==> config.mk <==
export PLATFORM = sky130hd
export DESIGN_NAME = timed_trim_and_thrust_sequencer_unit
export DESIGN_NICKNAME = d
export VERILOG_FILES = /design/src/hw/rtl/tts_pkg.sv /design/src/hw/rtl/tts_csr.sv /design/src/hw/rtl/tts_trim.sv /design/src/hw/rtl/timed_trim_and_thrust_sequencer_unit.sv
export SDC_FILE = /design/constraint.sdc
export NUM_CORES = 1
export LEC_CHECK = 0
export BUFFER_PORTS_ARGS = -buffer_cell sky130_fd_sc_hd__buf_2
export CORE_MARGIN = 3
export CORE_UTILIZATION = 40
export DETAILED_ROUTE_END_ITERATION = 10
export SLEW_MARGIN = 20
export SYNTH_ARGS = -nofsm -noshare
export SYNTH_HDL_FRONTEND = slang
export SYNTH_SLANG_ARGS = --single-unit
export TNS_END_PERCENT = 100
==> constraint.sdc <==
create_clock -name clock -period 11.3 [get_ports clock]
set_clock_uncertainty 0.15 [all_clocks]
set_input_delay 1.13 -clock clock [delete_from_list [all_inputs] [get_ports clock]]
set_output_delay 1.13 -clock clock [all_outputs]
set_load 0.05 [all_outputs]
==> src/hw/rtl/tts_pkg.sv <==
// Shared types and constants for the timed trim and thrust sequencer.
// Used by every module of the block; depends on nothing else.
`timescale 1ns / 1ps
`default_nettype none

package tts_pkg;

   // Operation codes carried in the input item's tuser.
   localparam logic OP_START  = 1'b0;
   localparam logic OP_ADJUST = 1'b1;

   // Phase codes reported with each result item.
   localparam logic [1:0] PHASE_TRIM     = 2'd0;
   localparam logic [1:0] PHASE_FORWARD  = 2'd1;
   localparam logic [1:0] PHASE_REVERSE  = 2'd2;
   localparam logic [1:0] PHASE_COMPLETE = 2'd3;

   // Configuration register indexes.
   localparam logic [2:0] REG_DEPTH_SP    = 3'd0;
   localparam logic [2:0] REG_PITCH_SP    = 3'd1;
   localparam logic [2:0] REG_HEADING_SP  = 3'd2;
   localparam logic [2:0] REG_THROTTLE    = 3'd3;
   localparam logic [2:0] REG_SERVO_ZERO  = 3'd4;
   localparam logic [2:0] REG_TRIM_END    = 3'd5;
   localparam logic [2:0] REG_FORWARD_END = 3'd6;
   localparam logic [2:0] REG_REVERSE_END = 3'd7;

   localparam int CSR_INDEX_WIDTH = 3;
   localparam int CSR_DATA_WIDTH  = 32;

   // Heading wrap limits.
   localparam logic [15:0] HEADING_HALF_TURN = 16'd18000;
   localparam logic signed [16:0] HEADING_FULL_TURN = 17'sd36000;

   typedef struct packed {
      logic [15:0]        depth_sp;
      logic signed [14:0] pitch_sp;
      logic signed [15:0] heading_sp;
      logic [31:0]        throttle_pair;
      logic [23:0]        servo_zero;
      logic [31:0]        trim_end;
      logic [31:0]        forward_end;
      logic [31:0]        reverse_end;
   } tts_cfg_type;

   typedef struct packed {
      logic signed [5:0] rudder;
      logic signed [6:0] aft;
      logic signed [6:0] fore;
   } tts_corr_type;

endpackage

`default_nettype wire

==> src/hw/rtl/tts_csr.sv <==
// Configuration registers of the sequencer, written through a plain write port.
// Depends on tts_pkg for the register indexes and the configuration struct.
`timescale 1ns / 1ps
`default_nettype none

module tts_csr
   import tts_pkg::*;
(
   input  wire                         clock,
   input  wire                         reset,
   input  wire                         csr_wr_en,
   input  wire [CSR_INDEX_WIDTH-1:0]   csr_index,
   input  wire [CSR_DATA_WIDTH-1:0]    csr_wr_data,
   output tts_cfg_type                 cfg
);

   tts_cfg_type cfg_ff;
   tts_cfg_type cfg_in;

   always_comb begin
      cfg_in = cfg_ff;
      if (csr_wr_en) begin
         case (csr_index)
            REG_DEPTH_SP:    cfg_in.depth_sp      = csr_wr_data[15:0];
            REG_PITCH_SP:    cfg_in.pitch_sp      = $signed(csr_wr_data[14:0]);
            REG_HEADING_SP:  cfg_in.heading_sp    = $signed(csr_wr_data[15:0]);
            REG_THROTTLE:    cfg_in.throttle_pair = csr_wr_data;
            REG_SERVO_ZERO:  cfg_in.servo_zero    = csr_wr_data[23:0];
            REG_TRIM_END:    cfg_in.trim_end      = csr_wr_data;
            REG_FORWARD_END: cfg_in.forward_end   = csr_wr_data;
            REG_REVERSE_END: cfg_in.reverse_end   = csr_wr_data;
            default:         cfg_in = cfg_ff;
         endcase
      end
   end

   always_ff @(posedge clock) begin
      if (reset) begin
         cfg_ff <= '0;
      end else begin
         cfg_ff <= cfg_in;
      end
   end

   assign cfg = cfg_ff;

endmodule

`default_nettype wire

==> src/hw/rtl/tts_trim.sv <==
// Trim corrections: rounded, clamped proportional terms for rudder, aft and fore planes.
// Depends on tts_pkg for the configuration and correction structs.
`timescale 1ns / 1ps
`default_nettype none

module tts_trim
   import tts_pkg::*;
(
   input  tts_cfg_type        cfg,
   input  wire [15:0]         heading_cdeg,
   input  wire signed [14:0]  pitch_cdeg,
   input  wire [15:0]         depth_mm,
   output tts_corr_type       corr
);

   // Rudder: error over 20, rounded half away from zero, negated, clamped to 30.
   logic signed [16:0] dir;
   logic signed [17:0] h_err;
   logic signed [17:0] h_neg;
   logic [16:0]        h_abs;
   logic [9:0]         h_x;
   logic [15:0]        h_prod;
   logic [5:0]         h_q;

   // Aft plane: error over 50, clamped to 40.
   logic signed [16:0] p_err;
   logic signed [16:0] p_neg;
   logic [15:0]        p_abs;
   logic [11:0]        p_x;
   logic [20:0]        p_prod;
   logic [5:0]         p_q;

   // Fore plane: error over 5, negated, clamped to 40.
   logic signed [16:0] d_err;
   logic signed [16:0] d_neg;
   logic [15:0]        d_abs;
   logic [7:0]         d_x;
   logic [15:0]        d_prod;
   logic [5:0]         d_q;

   always_comb begin
      if (heading_cdeg > HEADING_HALF_TURN) begin
         dir = $signed({1'b0, heading_cdeg}) - HEADING_FULL_TURN;
      end else begin
         dir = $signed({1'b0, heading_cdeg});
      end
      h_err = {{2{cfg.heading_sp[15]}}, cfg.heading_sp} - {dir[16], dir};
      h_neg = -h_err;
      h_abs = h_err[17] ? h_neg[16:0] : h_err[16:0];
      // Below the clamp point (a+10)/20 equals ((a+10)>>2)/5, and x*205>>10 is exact here.
      h_x    = h_abs[9:0] + 10'd10;
      h_prod = {8'd0, h_x[9:2]} * 16'd205;
      h_q    = (h_abs >= 17'd610) ? 6'd30 : h_prod[15:10];
      corr.rudder = h_err[17] ? $signed(h_q) : -$signed(h_q);

      p_err = {{2{cfg.pitch_sp[14]}}, cfg.pitch_sp} - {{2{pitch_cdeg[14]}}, pitch_cdeg};
      p_neg = -p_err;
      p_abs = p_err[16] ? p_neg[15:0] : p_err[15:0];
      p_x    = {1'b0, p_abs[10:0]} + 12'd25;
      p_prod = {10'd0, p_x[11:1]} * 21'd1311;
      p_q    = (p_abs >= 16'd2025) ? 6'd40 : p_prod[20:15];
      corr.aft = p_err[16] ? -$signed({1'b0, p_q}) : $signed({1'b0, p_q});

      d_err = $signed({1'b0, cfg.depth_sp}) - $signed({1'b0, depth_mm});
      d_neg = -d_err;
      d_abs = d_err[16] ? d_neg[15:0] : d_err[15:0];
      d_x    = d_abs[7:0] + 8'd2;
      d_prod = {8'd0, d_x} * 16'd205;
      d_q    = (d_abs >= 16'd203) ? 6'd40 : d_prod[15:10];
      corr.fore = d_err[16] ? $signed({1'b0, d_q}) : -$signed({1'b0, d_q});
   end

endmodule

`default_nettype wire

==> src/hw/rtl/timed_trim_and_thrust_sequencer_unit.sv <==
// Top level of the timed trim and thrust sequencer: input register, phase logic,
// run state and result register. Depends on tts_pkg, tts_csr and tts_trim.
//
// Use: the req_ channel carries start and adjust items; every item yields exactly
// one result item on the rsp_ channel, in order. A start item records its time,
// clears the one-shot flags and commands forward throttle. An adjust item picks
// the phase from the elapsed time against the trim, forward and reverse end
// points and returns servo and motor commands for that phase.
// Configuration registers are written through csr_; the user must write them only while
// the block is idle, which the block itself does not enforce. An accepted item passes
// through the input register, then the phase logic, into the result register.
// Throughput: one item per cycle while the receiver takes results, set by the single
// pass of logic between the two registers, which also updates the run state so the next
// item sees it.
// Reset clears all configuration registers, the start time, both one-shot flags
// and the valid flags of both registers. When the receiver stalls, the result
// register holds, the input register fills, and req_tready then falls; one item
// is held in each register.
`timescale 1ns / 1ps
`default_nettype none

module timed_trim_and_thrust_sequencer_unit
   import tts_pkg::*;
(
   input  wire                        clock,
   input  wire                        reset,
   // Input channel.
   input  wire                        req_tvalid,
   output logic                       req_tready,
   input  wire [79:0]                 req_tdata,  // now_ms, heading_cdeg, pitch_cdeg, depth_mm
   input  wire [0:0]                  req_tuser,  // operation
   // Result channel.
   output logic                       rsp_tvalid,
   input  wire                        rsp_tready,
   // servo_write, fore_dive_position, aft_dive_position, rudder_position,
   // motor_write, zero_pulse_first, motor_throttle, phase, run_complete
   output logic [55:0]                rsp_tdata,
   // Configuration port.
   input  wire                        csr_wr_en,
   input  wire [CSR_INDEX_WIDTH-1:0]  csr_index,
   input  wire [CSR_DATA_WIDTH-1:0]   csr_wr_data
);

   tts_cfg_type  cfg;
   tts_corr_type corr;

   logic               s1_valid_ff;
   logic               s1_op_ff;
   logic [31:0]        s1_now_ff;
   logic [15:0]        s1_heading_ff;
   logic signed [14:0] s1_pitch_ff;
   logic [15:0]        s1_depth_ff;

   logic        rsp_valid_ff;
   logic [55:0] rsp_data_ff;
   logic [55:0] rsp_data_in;

   logic [31:0] start_time_ff, start_time_in;
   logic        servo_done_ff, servo_done_in;
   logic        zero_done_ff, zero_done_in;

   logic        out_load;
   logic [31:0] elapsed;
   logic [7:0]  fore0, aft0, rud0;

   logic               sw, mw, zp, done;
   logic signed [9:0]  fore, aft, rud;
   logic [15:0]        thr;
   logic [1:0]         ph;

   tts_csr u_csr (
      .clock       (clock),
      .reset       (reset),
      .csr_wr_en   (csr_wr_en),
      .csr_index   (csr_index),
      .csr_wr_data (csr_wr_data),
      .cfg         (cfg)
   );

   tts_trim u_trim (
      .cfg          (cfg),
      .heading_cdeg (s1_heading_ff),
      .pitch_cdeg   (s1_pitch_ff),
      .depth_mm     (s1_depth_ff),
      .corr         (corr)
   );

   assign out_load   = s1_valid_ff && (!rsp_valid_ff || rsp_tready);
   assign req_tready = !s1_valid_ff || out_load;

   assign fore0   = cfg.servo_zero[7:0];
   assign aft0    = cfg.servo_zero[15:8];
   assign rud0    = cfg.servo_zero[23:16];
   assign elapsed = s1_now_ff - start_time_ff;

   always_comb begin
      sw   = 1'b0;
      mw   = 1'b0;
      zp   = 1'b0;
      done = 1'b0;
      fore = '0;
      aft  = '0;
      rud  = '0;
      thr  = '0;
      ph   = PHASE_TRIM;
      start_time_in = start_time_ff;
      servo_done_in = servo_done_ff;
      zero_done_in  = zero_done_ff;

      if (s1_op_ff == OP_START) begin
         start_time_in = s1_now_ff;
         servo_done_in = 1'b0;
         zero_done_in  = 1'b0;
         mw  = 1'b1;
         thr = cfg.throttle_pair[15:0];
      end else if (elapsed <= cfg.trim_end) begin
         sw   = 1'b1;
         fore = $signed({2'b00, fore0}) + {{3{corr.fore[6]}}, corr.fore};
         aft  = $signed({2'b00, aft0}) + {{3{corr.aft[6]}}, corr.aft};
         rud  = $signed({2'b00, rud0}) + {{4{corr.rudder[5]}}, corr.rudder};
         ph   = PHASE_TRIM;
      end else if (elapsed <= cfg.forward_end) begin
         // Servos go back to neutral only on the first forward item of a run.
         if (!servo_done_ff) begin
            sw   = 1'b1;
            fore = $signed({2'b00, fore0});
            aft  = $signed({2'b00, aft0});
            rud  = $signed({2'b00, rud0});
            servo_done_in = 1'b1;
         end
         ph = PHASE_FORWARD;
      end else if (elapsed <= cfg.reverse_end) begin
         mw = 1'b1;
         if (!zero_done_ff) begin
            zp = 1'b1;
            zero_done_in = 1'b1;
         end
         thr = cfg.throttle_pair[31:16];
         ph  = PHASE_REVERSE;
      end else begin
         mw   = 1'b1;
         ph   = PHASE_COMPLETE;
         done = 1'b1;
      end

      rsp_data_in = {4'd0, done, ph, thr, zp, mw, rud, aft, fore, sw};
   end

   always_ff @(posedge clock) begin
      if (reset) begin
         s1_valid_ff <= 1'b0;
      end else if (req_tready) begin
         s1_valid_ff <= req_tvalid;
      end
   end

   always_ff @(posedge clock) begin
      if (req_tvalid && req_tready) begin
         s1_op_ff      <= req_tuser[0];
         s1_now_ff     <= req_tdata[31:0];
         s1_heading_ff <= req_tdata[47:32];
         s1_pitch_ff   <= $signed(req_tdata[62:48]);
         s1_depth_ff   <= req_tdata[78:63];
      end
   end

   always_ff @(posedge clock) begin
      if (reset) begin
         rsp_valid_ff  <= 1'b0;
         start_time_ff <= '0;
         servo_done_ff <= 1'b0;
         zero_done_ff  <= 1'b0;
      end else if (out_load) begin
         rsp_valid_ff  <= 1'b1;
         start_time_ff <= start_time_in;
         servo_done_ff <= servo_done_in;
         zero_done_ff  <= zero_done_in;
      end else if (rsp_tready) begin
         rsp_valid_ff <= 1'b0;
      end
   end

   always_ff @(posedge clock) begin
      if (out_load) begin
         rsp_data_ff <= rsp_data_in;
      end
   end

   assign rsp_tvalid = rsp_valid_ff;
   assign rsp_tdata  = rsp_data_ff;

endmodule

`default_nettype wire

==> impl_metrics.csv, run 1 <==
group,metric,value,unit
synthesis,async_reset_ff_share,0,%
floorplanning,ios,179,
synthesis,synth.cell_area,0.0283,mm2
synthesis,post_synth_num_cell_types,103,
placement,detailedPlacementHpwl,56500,um
status,result_of_the_run,"completed",
routing,routed-via-count,23291,
routing,drt_pass1_iterations,5,
pwr,p_leak,13.8,nW
cts,max-clock-path-buffers,3,
floorplanning,initial_utilization,40.8,%
timing,setup_total_negative_slack,0,ns
floorplanning,chip_width,272,um
floorplanning,die_area,0.0740,mm2
worst_setup_path,worst-setup-path-type,"flip-flop to flip-flop",
synthesis,synth.area.top_cells,"sky130_fd_sc_hd__ha_1, sky130_fd_sc_hd__dfxtp_1, sky130_fd_sc_hd__edfxtp_1, sky130_fd_sc_hd__nand2_1, sky130_fd_sc_hd__a21oi_1",
synthesis,syn_area_per_cell,8.49,um2
cts,cts_sinks,367,
timing,final-hold-violation-count,0,
timing,fin_crit,10.80,ns
final_layout,number_of_nets_in_the_layout,4096,
synthesis,synth.top_cells.by_count,"sky130_fd_sc_hd__nand2_1, sky130_fd_sc_hd__ha_1, sky130_fd_sc_hd__inv_1",
routing,wirelength_per_cell,16.5,um
synthesis,syn-instance-count,3333,
final_layout,drive_gt1_share,13.2,%
cts,ctsHtreeMaxLevel,2,
grt,track_usage,19.7,%
cts,cts_tree,"built",
routing,route.detailed.vias_per_inst,5.17,
timing,setup-violations-final,0,
synthesis,synth_enable_flop_cells,132,
grt,grt_max_degree,98,
worst_setup_path,cp-end-kind,"flip-flop",
timing,total_count_of_max_transition_violations_in_the_final_report,0,
timing,slew-limit-headroom,27.9,%
grt,grt_antenna_before_repair,17,
synthesis,yosysWarnings,0,
worst_setup_path,timing.critical_path.max_delay_family,"simple AND/OR/NAND/NOR gates",
floorplanning,core_region_area,0.0693,mm2
grt,total_gr_overflow,0,
floorplanning,placementRows,96,
timing,timing.hold.ws,0.302,ns
routing,drt-total-wl,74500,um
synthesis,synthMostInstantiatedCell,"sky130_fd_sc_hd__nand2_1",
cts,cts_buffers,46,
worst_setup_path,setup.worst_path.start_class,"flip-flop",
timing,worstMarginPinSlew,1.08,ns
synthesis,synth_seq_area_share,30.6,%
cts,cts_root_cell,"sky130_fd_sc_hd__clkbuf_16",
synthesis,yosysTopAreaCellShare,16.7,%
cts,clock_slew_at_the_register_clock_pins_of_the_worst_setup_and_hold_paths,0.06,ns
timing,final_critical_path_setup_slack,0.499,ns
cts,clock_latency,0.64,ns
final_layout,syn_to_final_growth,15.1,%
routing,drtAntennaViolNets,0,
synthesis,synth_largest_area_cell,"sky130_fd_sc_hd__ha_1",
pwr,vdd_ir_drop_max,0.412,mV
placement,place_congestion,0.874,
placement,detailedPlace.worstSlack,-0.0372,ns
worst_setup_path,timing.critical_path.buf_inv,8,
worst_hold_path,min-delay-path-class,"flip-flop to flip-flop",
grt,grt_first_pass_wirelength,118000,um
timing,fmax,0.0926,GHz
timing,rsz_0062_raised_after_global_routing,"true",
worst_setup_path,critical_path_peak_fanout,4,
routing,detail_route.iter0.violations,1507,
cts,holdBufCountCts,0,
pwr,power_density,262,mW/mm2
timing,post-route-period-util,95.6,%
floorplanning,die_ht,272,um
worst_setup_path,critPathSlowestCell,"sky130_fd_sc_hd__or4_4",
synthesis,ys_seq_elements,367,
placement,port_buffers,173,
worst_setup_path,critical-path-max-stage-delay,0.60,ns
run,max_cap_viol_count,0,
worst_setup_path,arrival,11.10,ns
grt,vias_in_the_first_global_route,21856,
routing,drc,0,
worst_setup_path,cp.required,11.60,ns
synthesis,leading_register_cell_type_out_of_synthesis,"sky130_fd_sc_hd__dfxtp_1",
-- what timing repair did --
action	CTS	global route
pin swaps	0	36
setup buffers	0	12
gates resized for setup	3	33
setup endpoints to repair	2	8
-- final cells by class --
class / instances / area, um2
repair buffers: 276 / 1650
clock inverters: 23 / 289
well taps: 931 / 1160
fillers: 6848 / 36700
multi-input cells: 2474 / 18100
diodes: 4 / 10.0
flip-flops and latches: 367 / 8670
clock buffers: 63 / 1340
inverters: 368 / 1380
-- routing by layer --
layer  share of wire [%]  global-route usage, %
met3                 4.9                   2.64
met4                 1.7                   4.28
met1                  48                   28.2
met2                  45                   31.9
met5               0.091                      0
-- metrics by stage --
stage | std cells | instance area, um2 | utilization [%] | power (mW)
3_5_place_dp | 4404 | 30700 | 44.2 | 6.89
4_1_cts | 4490 | 32300 | 46.6 | 8.51
3_3_place_gp | 4404 | 30700 | 44.2 | 6.85
6_report | 4506 | 32600 | 47.0 | 8.53
2_1_floorplan | 3336 | 28500 | - | 5.67
5_1_grt | 4503 | 32600 | 47.0 | 9.55
-- tightest hold or removal path: cells and delay by family (launching register included) --
kind | cells | cell delay, ns
AO/OA/AOI/OAI | 1 | 0.05
AND/OR/NAND/NOR | 1 | 0.05
flip-flops | 1 | 0.31
-- where the power goes --
part,total [mW],internal [mW],switching [mW]
Sequential,1.46,1.43,0.0277
Combinational,5.53,2.38,3.14
Clock,1.55,0.916,0.632
-- logic make-up (layout without fill, tap and decap cells) --
| kind of cell | after synthesis | count (layout) | synth area share [%] |
|---|---|---|---|
| DFF | 367 | 367 | 30.6 |
| muxes | 14 | 14 | 0.508 |
| buffers and inverters | 495 | 730 | 6.81 |
| AOI/OAI and AO/OA | 791 | 791 | 18.3 |
| adders and majority gates | 443 | 443 | 21.3 |
| xor gates and xnor gates | 175 | 175 | 5.66 |
| other | 1 | 8 | 0.0133 |
| and+or+nand+nor | 1047 | 1047 | 16.8 |
-- registers in the layout (all words and copies together) (netlist names) --
register and flops:
rsp_tvalid 1, s1_heading_ff 16, s1_op_ff 1, zero_done_ff 1
s1_depth_ff 16, u_csr.cfg 199, rsp_tdata 52, s1_pitch_ff 15
s1_valid_ff 1, servo_done_ff 1, s1_now_ff 32, start_time_ff 32
-- cell usage in the layout (no fill, tap or decap), drive strengths merged, types with 14 or more instances in the layout --
cell,instances
nand2,572
a31oi,22
nand2b,31
nand4,34
inv,372
fa,65
a211oi,22
and2,20
clkinv,14
xnor2,108
xor2,66
nor2b,36
buf,276
o2111ai,14
ha,377
clkbuf,63
nor2,143
dfxtp,235
o31ai,14
or2,14
nand3,55
a21oi,355
o21bai,16
nor3,47
o21a,33
and3,33
a21o,84
a22o,41
edfxtp,132
o21ai,70
-- worst paths after layout --
kind	to	cells after the start	slack, ns	start
setup / recovery	rsp_tdata[29]	57	0.50	s1_heading_ff[2]
hold / removal	start_time_ff[15]	2	0.30	start_time_ff[15]
setup reg to reg	rsp_tdata[29]	57	0.50	s1_heading_ff[2]
hold reg to reg	start_time_ff[15]	2	0.30	start_time_ff[15]
(Power assumes the default switching activity.)
==> run 2, diff against run 1 <==
CELL_PAD_IN_SITES_DETAIL_PLACEMENT = 0   (was default)
CELL_PAD_IN_SITES_GLOBAL_PLACEMENT = 1   (was default)
PLACE_DENSITY_LB_ADDON = 0.1   (was default)
clock period = 13.6 ns   (was 11.3 ns; I/O delays follow)
==> impl_metrics.csv, run 2 (same netlist as run 1, synthesis figures left out) <==
group,metric,value,unit
status,result_of_the_run,"completed",
run,max_cap_viol_count,0,
grt,grt_antenna_before_repair,13,
pwr,power.share.clock,17.1,%
placement,placed_cells,4336,
placement,place_congestion,0.856,
cts,cts_sinks,367,
pwr,relative_contribution_of_combinational_cells_to_total_power,65.2,%
worst_setup_path,timing.critical_path.buf_inv,6,
routing,drt_pass1_iterations,5,
worst_hold_path,min-delay-path-class,"flip-flop to flip-flop",
timing,slew-limit-headroom,29.4,%
final_layout,mostFrequentLayoutCell,"sky130_fd_sc_hd__nand2_1",
worst_setup_path,critical_path_peak_fanout,10,
routing,drtAntennaViolNets,0,
final_layout,final.fill_count,6863,
floorplanning,core_region_area,0.0693,mm2
routing,wirelength_per_cell,17.8,um
cts,clock_slew_at_the_register_clock_pins_of_the_worst_setup_and_hold_paths,0.06,ns
worst_setup_path,cp.required,13.87,ns
timing,setup_total_negative_slack,0,ns
timing,rsz_0062_raised_after_global_routing,"false",
final_layout,most-common-layout-cells,"sky130_fd_sc_hd__nand2_1, sky130_fd_sc_hd__ha_1, sky130_fd_sc_hd__inv_1",
final_layout,largest_register_ffs,199,
worst_setup_path,arrival,12.90,ns
timing,final-hold-violation-count,0,
floorplanning,ios,179,
timing,post-route-period-util,92.9,%
pwr,p_leak,13.2,nW
routing,detail_route.iter0.violations,1503,
timing,timing.hold.ws,0.303,ns
worst_setup_path,setup.worst_path.start_class,"flip-flop",
cts,cts_tree,"built",
routing,routed-via-count,23280,
grt,track_usage,20.9,%
cts,ctsHtreeMaxLevel,2,
worst_setup_path,cp-end-kind,"flip-flop",
final_layout,syn_to_final_growth,11.2,%
floorplanning,initial_utilization,40.8,%
worst_setup_path,critPathSlowestCell,"sky130_fd_sc_hd__or4b_2",
final_layout,multi_input_area,0.0178,mm2
routing,drt-total-wl,78600,um
worst_setup_path,timing.critical_path.max_delay_family,"simple AND/OR/NAND/NOR gates",
pwr,netSwitchingFraction,45.9,%
routing,drc,0,
routing,route.detailed.vias_per_inst,5.27,
timing,setup-violations-final,0,
pwr,vdd_ir_drop_max,0.262,mV
pwr,post-layout-total-power,6.84,mW
worst_setup_path,critical-path-max-stage-delay,0.62,ns
final_layout,number_of_nets_in_the_layout,4014,
grt,total_gr_overflow,0,
placement,detailedPlacementHpwl,60800,um
floorplanning,placementRows,96,
timing,fin_crit,12.63,ns
final_layout,ff_latch_area,0.00867,mm2
pwr,power_density,217,mW/mm2
final_layout,fin_cells,4421,
grt,grt_first_pass_wirelength,124000,um
cts,clock_latency,0.57,ns
cts,cts_root_cell,"sky130_fd_sc_hd__clkbuf_16",
worst_setup_path,worst-setup-path-type,"flip-flop to flip-flop",
final_layout,final_core_utilization,45.4,%
floorplanning,die_ht,272,um
floorplanning,chip_width,272,um
floorplanning,die_area,0.0740,mm2
pwr,cell_internal_pwr,3.70,mW
placement,port_buffers,173,
pwr,power.share.sequential,17.7,%
cts,max-clock-path-buffers,3,
timing,final_critical_path_setup_slack,0.969,ns
placement,placed_cell_area,0.0300,mm2
pwr,power.switching,3.14,mW
grt,grt_max_degree,96,
grt,vias_in_the_first_global_route,22515,
worst_setup_path,cell_mode_on_critical_path,"sky130_fd_sc_hd__nor2_1",
placement,detailedPlace.worstSlack,0.832,ns
final_layout,drive_gt1_share,9.81,%
cts,holdBufCountCts,0,
timing,total_count_of_max_transition_violations_in_the_final_report,0,
timing,fmax,0.0792,GHz
final_layout,final_design_area_no_fill,0.0315,mm2
cts,cts_buffers,44,
timing,worstMarginPinSlew,1.03,ns
-- run 2: cell types whose count changed in the layout (fill, tap and decap cells not counted), moves of 5 or more --
cell                        delta
sky130_fd_sc_hd__buf_4        -78
sky130_fd_sc_hd__a21oi_1       +8
sky130_fd_sc_hd__a21oi_2       -8
sky130_fd_sc_hd__clkbuf_16     -6
sky130_fd_sc_hd__nand2_1       +6
sky130_fd_sc_hd__clkinv_2      +5
sky130_fd_sc_hd__nand2_2       -5
sky130_fd_sc_hd__xnor2_1       +5
-- run 2: worst paths after layout --
kind / from / endpoint / slack [ns] / depth (start not counted)
max: s1_heading_ff[0] / rsp_tdata[29] / 0.97 / 57
min: start_time_ff[15] / start_time_ff[15] / 0.30 / 2
max reg2reg: s1_heading_ff[0] / rsp_tdata[29] / 0.97 / 57
min reg2reg: start_time_ff[15] / start_time_ff[15] / 0.30 / 2
-- run 2: area by class of cell --
cell class              count  area share (%)
clock inverters            31           0.899
inverters                 368            4.39
clock buffers              50            3.60
flip-flops and latches    367            27.5
multi-input cells        2474            56.5
diodes                      4          0.0318
well taps                 931            3.70
repair buffers            196            3.32
-- run 2: timing repair --
action                     in CTS  in global routing
gates resized for setup         0                  2
buffers inserted                0                  0
setup endpoints to repair       0                  2
-- run 2: per-layer routing --
layer / routed length (um) / track usage, % / part of all wire, % / up-vias
li1: - / - / - / 11794
met5: 34 / 0 / 0.043 / -
met3: 4010 / 2.76 / 5.1 / 89
met4: 1800 / 5.03 / 2.3 / 6
met1: 37600 / 29.5 / 48 / 10930
met2: 35100 / 33.9 / 45 / 461
-- run 2: tightest hold or removal path: stages (launching register included) --
cell and delay [ns]:
sky130_fd_sc_hd__dfxtp_1 0.30, sky130_fd_sc_hd__nand2_1 0.05, sky130_fd_sc_hd__a21oi_1 0.05
-- run 2: power by group through the flow --
stage	Combinational (mW)	Sequential, mW	Clock (mW)
global placement	4.39	1.23	0
finish	4.46	1.21	1.17
global route	5.20	1.21	1.25
detailed placement	4.46	1.23	0
floorplan	3.43	1.26	0
CTS	4.51	1.21	1.20
